File: config.mk
export PLATFORM = sky130hd
export DESIGN_NAME = rrf_ctrl
export DESIGN_NICKNAME = d
export VERILOG_FILES = /design/src/hw/rtl/rrf_pkg.sv /design/src/hw/rtl/rrf_ctrl.sv
export SDC_FILE = /design/constraint.sdc
export NUM_CORES = 1
export LEC_CHECK = 0
export ABC_AREA = 1
export BUFFER_PORTS_ARGS = -buffer_cell sky130_fd_sc_hd__clkbuf_2
export CAP_MARGIN = 20
export CORE_AREA = 2 2 39 41
export DETAILED_ROUTE_END_ITERATION = 8
export DIE_AREA = 0 0 41 43
export PLACE_DENSITY = 0.59
export RECOVER_POWER = 25
export SYNTH_ARGS = -nofsm -noshare
export SYNTH_HDL_FRONTEND = slang
export SYNTH_SLANG_ARGS = --single-unit
File: constraint.sdc
create_clock -name clock -period 1.7 [get_ports clock]
set_input_delay 0.255 -clock clock [delete_from_list [all_inputs] [get_ports clock]]
set_output_delay 0.255 -clock clock [all_outputs]
set_load 0.02 [all_outputs]
File: src/hw/rtl/rrf_pkg.sv
package rrf_pkg;

   // Native panel geometry. Landscape coordinates are rotated onto it.
   localparam int PANEL_NATIVE_WIDTH  = 128;
   localparam int PANEL_NATIVE_HEIGHT = 256;

   localparam int ROW_PITCH   = PANEL_NATIVE_WIDTH / 4;
   localparam int STORE_DEPTH = ROW_PITCH * PANEL_NATIVE_HEIGHT;
   localparam int LAND_COLS   = PANEL_NATIVE_HEIGHT;
   localparam int LAND_ROWS   = PANEL_NATIVE_WIDTH;

   localparam int ADDR_W  = (STORE_DEPTH > 1) ? $clog2(STORE_DEPTH) : 1;
   localparam int IDX_W   = $clog2(STORE_DEPTH + ROW_PITCH);
   localparam int LX_W    = (LAND_COLS > 1) ? $clog2(LAND_COLS) : 1;
   localparam int LY_W    = $clog2(LAND_ROWS);
   localparam int COORD_W = 12;

   localparam logic [1:0] CMD_CLEAR = 2'd0;
   localparam logic [1:0] CMD_FILL  = 2'd1;
   localparam logic [1:0] CMD_READ  = 2'd2;

   localparam logic [7:0] WHITE_BYTE = 8'hFF;

   typedef struct packed {
      logic capture;      // take the request fields
      logic sweep_write;  // write one byte of a whole-store sweep
      logic sweep_white;  // sweep data is white instead of the clear color
      logic pixel_read;   // read the byte holding the current pixel
      logic pixel_write;  // write the merged byte back
      logic pixel_step;   // move to the next pixel of the rectangle
      logic addr_read;    // read the byte of a read command
      logic result_load;  // load the output register
   } rrf_cmd_type;

   typedef struct packed {
      logic rect_empty;   // clipped rectangle on the request has no pixel
      logic sweep_last;   // sweep is at the last byte
      logic pixel_last;   // current pixel is the last of the rectangle
      logic rsp_busy;     // output register holds a stalled beat
   } rrf_status_type;

endpackage

File: src/hw/rtl/rrf_ctrl.sv
module rrf_ctrl
   import rrf_pkg::*;
(
   input  logic           clock,
   input  logic           reset,
   input  logic           req_valid,
   input  logic [1:0]     req_command,
   output logic           req_stall,
   input  rrf_status_type status,
   output rrf_cmd_type    cmd
);

   localparam logic [2:0] S_INIT    = 3'd0;
   localparam logic [2:0] S_IDLE    = 3'd1;
   localparam logic [2:0] S_CLEAR   = 3'd2;
   localparam logic [2:0] S_FILL_RD = 3'd3;
   localparam logic [2:0] S_FILL_WR = 3'd4;
   localparam logic [2:0] S_READ_RD = 3'd5;
   localparam logic [2:0] S_FINISH  = 3'd6;

   logic [2:0] state_ff;
   logic [2:0] state_in;

   assign req_stall = (state_ff != S_IDLE);

   always_comb begin
      state_in = state_ff;
      cmd      = '0;
      unique case (state_ff)
         S_INIT: begin
            cmd.sweep_write = 1'b1;
            cmd.sweep_white = 1'b1;
            if (status.sweep_last) begin
               state_in = S_IDLE;
            end
         end
         S_IDLE: begin
            if (req_valid) begin
               cmd.capture = 1'b1;
               unique case (req_command)
                  CMD_CLEAR: state_in = S_CLEAR;
                  CMD_FILL:  state_in = status.rect_empty ? S_FINISH : S_FILL_RD;
                  CMD_READ:  state_in = S_READ_RD;
                  default:   state_in = S_FINISH;
               endcase
            end
         end
         S_CLEAR: begin
            cmd.sweep_write = 1'b1;
            if (status.sweep_last) begin
               state_in = S_FINISH;
            end
         end
         S_FILL_RD: begin
            cmd.pixel_read = 1'b1;
            state_in       = S_FILL_WR;
         end
         S_FILL_WR: begin
            cmd.pixel_write = 1'b1;
            if (status.pixel_last) begin
               state_in = S_FINISH;
            end else begin
               cmd.pixel_step = 1'b1;
               state_in       = S_FILL_RD;
            end
         end
         S_READ_RD: begin
            cmd.addr_read = 1'b1;
            state_in      = S_FINISH;
         end
         S_FINISH: begin
            if (!status.rsp_busy) begin
               cmd.result_load = 1'b1;
               state_in        = S_IDLE;
            end
         end
         default: begin
            state_in = S_INIT;
         end
      endcase
   end

   always_ff @(posedge clock) begin
      if (reset) begin
         state_ff <= S_INIT;
      end else begin
         state_ff <= state_in;
      end
   end

endmodule

==> results of run 1 <==
## cells by family (layout without fill, tap and decap cells)
| kind of cell | after synthesis | count (layout) | share of synthesized area, % |
|---|---|---|---|
| simple gates | 39 | 39 | 55.3 |
| buf+inv | 13 | 33 | 18.4 |
| compound gates | 4 | 4 | 6.56 |
| flops | 3 | 3 | 19.7 |
## stage by stage
step	total power, uW	cells	hold WS [ns]	cell area (sq um)	worst slack [ns]
2_1_floorplan	534	59	0.324	305	0.357
3_3_place_gp	650	91	0.458	399	0.421
3_5_place_dp	652	91	0.458	399	0.442
4_1_cts	780	95	0.215	425	0.192
5_1_grt	853	95	0.222	424	0.120
6_report	762	95	0.220	424	0.199
## area by class of cell
type                       count  area share, %
clock buffer                   4           6.19
multi-input combinational     43           44.5
inverter                      12           10.6
sequential                     3           14.2
tap                           16           4.72
timing repair buffer          17           19.8
## power breakdown
| part | leakage [uW] | switching (uW) | internal (uW) |
|---|---|---|---|
| combinational | 0.000220 | 323 | 163 |
| clock | 0.0000150 | 32.6 | 87.7 |
| sequential | 0.0000246 | 55.1 | 101 |
## metal layers
| layer | routed length (um) | share of wire, % |
|---|---|---|
| met3 | 46 | 6.2 |
| met2 | 363 | 49 |
| met4 | 0 | 0 |
| met5 | 0 | 0 |
| met1 | 328 | 45 |
## worst reg2reg max path, stage by stage (launching register included)
cell and delay (ns):
dfxtp_1 0.52, nand4_1 0.22, nand3_1 0.16, nand2_1 0.06
a21oi_1 0.16
## how the worst max path moves through the flow
stage / from / end / slack (ns) / depth (start not counted)
3_5_place_dp: state_ff[1] / cmd[0] / 0.44 / 3
3_3_place_gp: state_ff[1] / cmd[0] / 0.42 / 3
5_1_grt: state_ff[2] / cmd[1] / 0.12 / 5
4_1_cts: state_ff[1] / cmd[0] / 0.19 / 3
2_1_floorplan: state_ff[1] / state_ff[0] / 0.36 / 6
6_report: state_ff[1] / cmd[0] / 0.20 / 3
## layout by cell type, fill, tap and decap left out, drive strengths merged
master,synthesis,final
clkbuf,0,21
nand3b,1,1
nor3,4,4
nand4,1,1
nor2,13,13
nand2,15,15
nand3,5,5
a21oi,4,4
inv,12,12
dfxtp,3,3
==> impl_metrics.ini, run 1 <==
[clock_tree]
clk_pin_slew_ns = 0.04
cts_hold_buf = 0
h-tree-depth = 1
cts_buffers = 3
cts_resized = 0
postCtsSetupBuffers = 0
clock_latency_ns = 0.23
cts.sinks = 3
cts_tree = built
cts-root-buf = clkbuf_4
ctsLongestPathBuffers = 2

[place]
gp_congestion = 0.712
portBuffers = 17
place_hpwl_um = 637

[worst_setup_path]
r2r_cells = 4
crit_buf_inv = 2
arrival_ns = 1.25
cpPeakStageDelay_ns = 0.52
r2r_slack_ns = 0.51
path_cells = inv_2 > nor3_1 > clkbuf_2
critPathCaptureType = primary output
critPathSlowestCell = dfxtp_1
startpoint_type = flop
critPathMaxFanout = 10
worstSetupPathType = flop to primary output
reg2reg_to = state_ff[1]
required_ns = 1.44
critPathTopFamily = flip-flops
r2r_start = state_ff[1]

[layout]
drive_above_1_share_pct = 27.8
regMostFlops = state_ff
finalNetCount = 89
utilization_pct = 30.7
seqCellArea_sq_um = 60.1
syn2layout_area_growth_pct = 38.9
top_regs = state_ff: 3 flops
fill_cells = 178
multiInputGateArea_sq_um = 189
n_antenna_cell = 0
largest_reg_flops = 3

[synth]
yosys_most_used_dff = dfxtp_1
synthTopCellsByArea = dfxtp_1 (20%), nand2_1 (18%), nor2_1 (16%)
yosys_warnings = 0
yosys.area.top_type_share_pct = 19.7
ys_seq_area_share_pct = 19.7
synthTopCellsByCount = nand2_1 (15), nor2_1 (13), inv_1 (10)
yosysUniqueCellTypes = 12
synthCells = 59
post_synth.cell_area_avg_sq_um = 5.17
ys_seq_elements = 3
synth_edf_count = 0
synth.most_common_cell = nand2_1
syn_nets = 68
syn_area_sq_um = 305
async_flop_share_pct = 0
netlist.top_cell.by_area = dfxtp_1

[sta]
tns_ns = 0
fmax_mhz = 666
rsz0062_at_grt = no
tightest_slew_ns = 0.352
hold_violations = 0
fin_crit_sh_pct = 88.3
slew_violations = 0
setup_viol = 0
slew-limit-headroom_pct = 76.5
period_needed_ns = 1.50
finClkSkew_ns = 0.00462

[detailed_routing]
via_count = 397
wl_um = 737
vias_per_cell = 4.18
drt_iter0_markers = 9
wl_per_cell_um = 7.76
drc = 0
dr.pass1.iters = 4
ant_nets = 0

[floorplanning]
placeableCoreArea_sq_mm = 0.00138
ios = 18
die_h_um = 43
fp-row-count = 14
dieArea_sq_mm = 0.00176
start_util_pct = 22.1
die_w_um = 41

[status]
status = complete, no violations

[hold_path]
hold_end = state_ff[0]
hold_path_depth = 2
hold_path.class = primary input to flop
min-delay-start = reset

[global_routing]
grt_pass1_wl_um = 1210
grt_pass1_vias = 319
antenna_found_initial = 0
gr-total-overflow = 0
use_met1_pct = 13.7
grtUsageMet3_pct = 1.57
groute.layer.met2.usage_pct = 13.4
grt_max_degree = 11
grt_usage_pct = 10.1
grt.busiest_layer = met1

[power_and_ir_drop]
power_leakage_uw = 0.000260
power_density_mw_per_mm2 = 1800
ir_drop_mv = 0.579

[run]
max_cap_violations = 0
Power figures use the tool's default switching activity.
==> inputs of run 2 (changes only) <==
--- a/config.mk
+++ b/config.mk
@@ -6,13 +6,15 @@
 export NUM_CORES = 1
 export LEC_CHECK = 0
 export ABC_AREA = 1
+export ABC_CLOCK_PERIOD_IN_PS = 1700
 export BUFFER_PORTS_ARGS = -buffer_cell sky130_fd_sc_hd__clkbuf_2
 export CAP_MARGIN = 20
 export CORE_AREA = 2 2 39 41
+export CTS_CLUSTER_DIAMETER = 30
 export DETAILED_ROUTE_END_ITERATION = 8
 export DIE_AREA = 0 0 41 43
 export PLACE_DENSITY = 0.59
-export RECOVER_POWER = 25
+export RECOVER_POWER = 50
 export SYNTH_ARGS = -nofsm -noshare
 export SYNTH_HDL_FRONTEND = slang
 export SYNTH_SLANG_ARGS = --single-unit
==> run 2 against run 1 <==
Utilization is 0.18 points lower. Global-route usage stayed put. Count of clock-buffer cells in the layout stayed put. Maximum frequency is 0.24% higher. Combinational power is 2% lower. Register-to-register slack hardly changed. Final cell count stayed put. Critical path type unchanged.
==> impl_metrics.ini, run 2 (synthesized netlist as in run 1, its figures left out) <==
[worst_setup_path]
worstSetupPathType = flop to primary output
critPathMaxFanout = 10
r2r_slack_ns = 0.52
arrival_ns = 1.24
critPathCaptureType = primary output
startpoint_type = flop
required_ns = 1.44

[clock_tree]
cts_buffers = 3
clk_pin_slew_ns = 0.04
cts_tree = built
cts-root-buf = clkbuf_4
cts_hold_buf = 0
clock_latency_ns = 0.23
cts.sinks = 3
postCtsSetupBuffers = 0
h-tree-depth = 1
cts_resized = 0
ctsLongestPathBuffers = 2

[layout]
syn2layout_area_growth_pct = 38.1
n_antenna_cell = 0
multiInputGateArea_sq_um = 189
largest_reg_flops = 3
regMostFlops = state_ff
fin_area_sq_um = 422
fill_cells = 180
top_regs = state_ff: 3 flops
finalNetCount = 89
final_cell_mix = nand2_1 (15), clkbuf_2 (14), nor2_1 (13)
drive_above_1_share_pct = 25.3
final_common_cell = nand2_1
seqCellArea_sq_um = 60.1

[global_routing]
grt_max_degree = 11
grt_usage_pct = 10.1
grt_pass1_vias = 319
gr-total-overflow = 0
antenna_found_initial = 0
grt_pass1_wl_um = 1210

[floorplanning]
die_h_um = 43
die_w_um = 41
ios = 18
start_util_pct = 22.1
fp-row-count = 14
dieArea_sq_mm = 0.00176
placeableCoreArea_sq_mm = 0.00138

[detailed_routing]
drt_iter0_markers = 10
drc = 0
wl_um = 741
vias_per_cell = 4.20
via_count = 399
dr.pass1.iters = 4
wl_per_cell_um = 7.80
ant_nets = 0

[power_and_ir_drop]
p_comb_share_pct = 63.4
internal_power_uw = 343
power_leakage_uw = 0.000255
ir_drop_mv = 0.558
power_density_mw_per_mm2 = 1790
clkPwrFrac_pct = 15.9
p_seq_share_pct = 20.7
p_total_uw = 755
switchingPower_uw = 412
swShare_pct = 54.6

[sta]
rsz0062_at_grt = no
fmax_mhz = 668
hold_violations = 0
tightest_slew_ns = 0.348
finClkSkew_ns = 0.00470
setup_viol = 0
hold_ws_ns = 0.219
slew-limit-headroom_pct = 76.8
period_needed_ns = 1.50
tns_ns = 0
slew_violations = 0
fin_crit_sh_pct = 88.1

[run]
max_cap_violations = 0

[place]
gp_congestion = 0.712
place_hpwl_um = 637
portBuffers = 17
placed_area_sq_um = 399

[status]
status = complete, no violations

[hold_path]
hold_path.class = primary input to flop
==> run 2: cell types whose count changed in the layout (fill, tap and decap cells not counted) <==
cell	change
clkbuf_1	+2
clkbuf_2	-2
==> run 2: worst paths after layout <==
kind,to,from,cells after the start
max,cmd[0],state_ff[1],3
min reg2reg,state_ff[1],state_ff[1],2
max reg2reg,state_ff[1],state_ff[1],4
min,state_ff[0],reset,2
==> run 2: metal layers <==
| metal | part of all wire (%) | up-vias | routed length [um] | GRT usage, % |
|---|---|---|---|---|
| met4 | 0 | 0 | 0 | 8.00 |
| met3 | 6.3 | 0 | 47 | 1.57 |
| met2 | 49 | 10 | 365 | 13.4 |
| li1 | - | 220 | - | - |
| met1 | 44 | 169 | 328 | 13.7 |
| met5 | 0 | - | 0 | 0 |
==> run 2: area by class of cell <==
| type | instances | share of cell area [%] |
|---|---|---|
| clock buffers | 4 | 6.23 |
| inverters | 12 | 10.7 |
| multi-input cells | 43 | 44.8 |
| flip-flops and latches | 3 | 14.2 |
| well taps | 16 | 4.75 |
| repair buffers | 17 | 19.3 |
==> run 2: power by group through the flow <==
stage               Clock, uW  Combinational, uW  Sequential, uW
floorplan                   0                407             127
global placement            0                495             155
detailed placement          0                494             158
CTS                       126                498             156
global route              132                549             163
finish                    120                478             156
==> run 2: worst max-delay path, cell delays in order, from the launching register on <==
cell,delay [ns]
dfxtp_1,0.52
inv_2,0.10
nor3_1,0.20
clkbuf_2,0.20
==> run 2: stage by stage <==
step                instances  util (%)  setup slack [ns]
detailed placement         91      28.8             0.442
floorplan                  59         -             0.357
global placement           91      28.8             0.421
global route               95      30.5             0.120
CTS                        95      30.7             0.192
finish                     95      30.5             0.203
==> inputs of run 3 (changes only) <==
--- a/config.mk
+++ b/config.mk
@@ -9,11 +9,13 @@
 export ABC_CLOCK_PERIOD_IN_PS = 1700
 export BUFFER_PORTS_ARGS = -buffer_cell sky130_fd_sc_hd__clkbuf_2
 export CAP_MARGIN = 20
+export CELL_PAD_IN_SITES_DETAIL_PLACEMENT = 1
+export CELL_PAD_IN_SITES_GLOBAL_PLACEMENT = 1
 export CORE_AREA = 2 2 39 41
 export CTS_CLUSTER_DIAMETER = 30
 export DETAILED_ROUTE_END_ITERATION = 8
 export DIE_AREA = 0 0 41 43
-export PLACE_DENSITY = 0.59
+export PLACE_DENSITY = 0.81
 export RECOVER_POWER = 50
 export SYNTH_ARGS = -nofsm -noshare
 export SYNTH_HDL_FRONTEND = slang
==> run 3 against run 2 <==
Maximum frequency down 0.58%. Worst hold slack worse by 0.0055 ns. Wire length is 19% higher. Die area unchanged. Sequential share of layout area unchanged. Count of clock-buffer cells in the layout stayed put. Utilization unchanged. Global-route usage rose by 2.1 points. Flip-flop and latch count stayed put. Largest cell class unchanged. Largest power group unchanged.
==> impl_metrics.ini, run 3 (synthesized netlist as in run 1, its figures left out) <==
[worst_setup_path]
r2r_start = state_ff[1]
worstSetupPathType = flop to primary output
reg2reg_to = state_ff[1]
critPathCaptureType = primary output
r2r_cells = 6
arrival_ns = 1.25
r2r_slack_ns = 0.48
startpoint_type = flop
required_ns = 1.44
critPathMaxFanout = 10

[layout]
drive_above_1_share_pct = 25.3
largest_reg_flops = 3
top_regs = state_ff: 3 flops
finalNetCount = 89
fin_area_sq_um = 422
final_common_cell = nand2_1
n_antenna_cell = 0
fill_cells = 203
utilization_pct = 30.5
syn2layout_area_growth_pct = 38.1
regMostFlops = state_ff
final_cell_mix = nand2_1 (15), clkbuf_2 (14), nor2_1 (13)

[clock_tree]
cts_buffers = 3
cts_resized = 0
clock_latency_ns = 0.23
cts_tree = built
clk_pin_slew_ns = 0.04
postCtsSetupBuffers = 0
cts-root-buf = clkbuf_4
h-tree-depth = 1
cts_hold_buf = 0
cts.sinks = 3
ctsLongestPathBuffers = 2

[detailed_routing]
drc = 0
vias_per_cell = 4.33
via_count = 411
wl_um = 885
wl_per_cell_um = 9.32
dr.pass1.iters = 1
ant_nets = 0
drt_iter0_markers = 0

[sta]
slew_violations = 0
tns_ns = 0
period_needed_ns = 1.51
fmax_mhz = 664
hold_violations = 0
setup_viol = 0
rsz0062_at_grt = no
finClkSkew_ns = 0.00209
tightest_slew_ns = 0.347
fin_crit_sh_pct = 88.6
slew-limit-headroom_pct = 76.8

[floorplanning]
die_w_um = 41
fp-row-count = 14
start_util_pct = 22.1
die_h_um = 43
ios = 18
dieArea_sq_mm = 0.00176
placeableCoreArea_sq_mm = 0.00138

[place]
placed_area_sq_um = 399
gp_congestion = 0.714
place_hpwl_um = 757
portBuffers = 17

[power_and_ir_drop]
power_leakage_uw = 0.000255
ir_drop_mv = 0.463
power_density_mw_per_mm2 = 1830

[global_routing]
grt.busiest_layer = met1
grtUsageMet3_pct = 1.57
grt_pass1_wl_um = 1450
antenna_found_initial = 0
groute.layer.met2.usage_pct = 16.9
grt_pass1_vias = 356
use_met1_pct = 17.0
grt_max_degree = 11
gr-total-overflow = 0
grt_usage_pct = 12.2

[run]
max_cap_violations = 0

[status]
status = complete, no violations

[hold_path]
min-delay-start = reset
hold_path_depth = 2
hold_path.class = primary input to flop
hold_end = state_ff[0]
## run 3: cell counts in the layout (fill, tap and decap cells not counted)
No cell type changed its count.
## run 3: layer usage
layer / wire length, um / share of wire (%)
met5: 0 / 0
met4: 10 / 1.1
met3: 44 / 5.0
met2: 451 / 51
met1: 377 / 43
## run 3: worst max path at each step
stage | startpoint | end | slack (ns) | cells after the start
final | state_ff[1] | cmd[0] | 0.19 | 3
after global routing | state_ff[1] | cmd[0] | 0.05 | 3
after CTS | state_ff[1] | cmd[0] | 0.17 | 3
after detailed placement | state_ff[1] | cmd[0] | 0.43 | 3
after global placement | state_ff[1] | cmd[0] | 0.42 | 3
after floorplan | state_ff[1] | state_ff[0] | 0.36 | 6
## run 3: final cells by class
cell class	count	area (sq um)	area share (%)
well taps	16	20.0	4.75
multi-input cells	43	189	44.8
flip-flops and latches	3	60.1	14.2
repair buffers	17	81.3	19.3
inverters	12	45.0	10.7
clock buffers	4	26.3	6.23
## run 3: worst max-delay path, cell delays in order (launching register included)
cell,delay [ns]
dfxtp_1,0.52
inv_2,0.11
nor3_1,0.20
clkbuf_2,0.20
## run 3: where the power goes
part,switching (uW),internal [uW]
registers,54.0,101
logic,335,154
clock network,38.5,88.1
total,428,343
## run 3: stage by stage
step	hold WS (ns)	power [uW]	instances	setup slack (ns)
after floorplan	0.324	534	59	0.357
after global placement	0.456	651	91	0.416
after detailed placement	0.456	665	91	0.432
after CTS	0.208	799	95	0.171
after global routing	0.219	866	95	0.0453
final	0.214	771	95	0.194
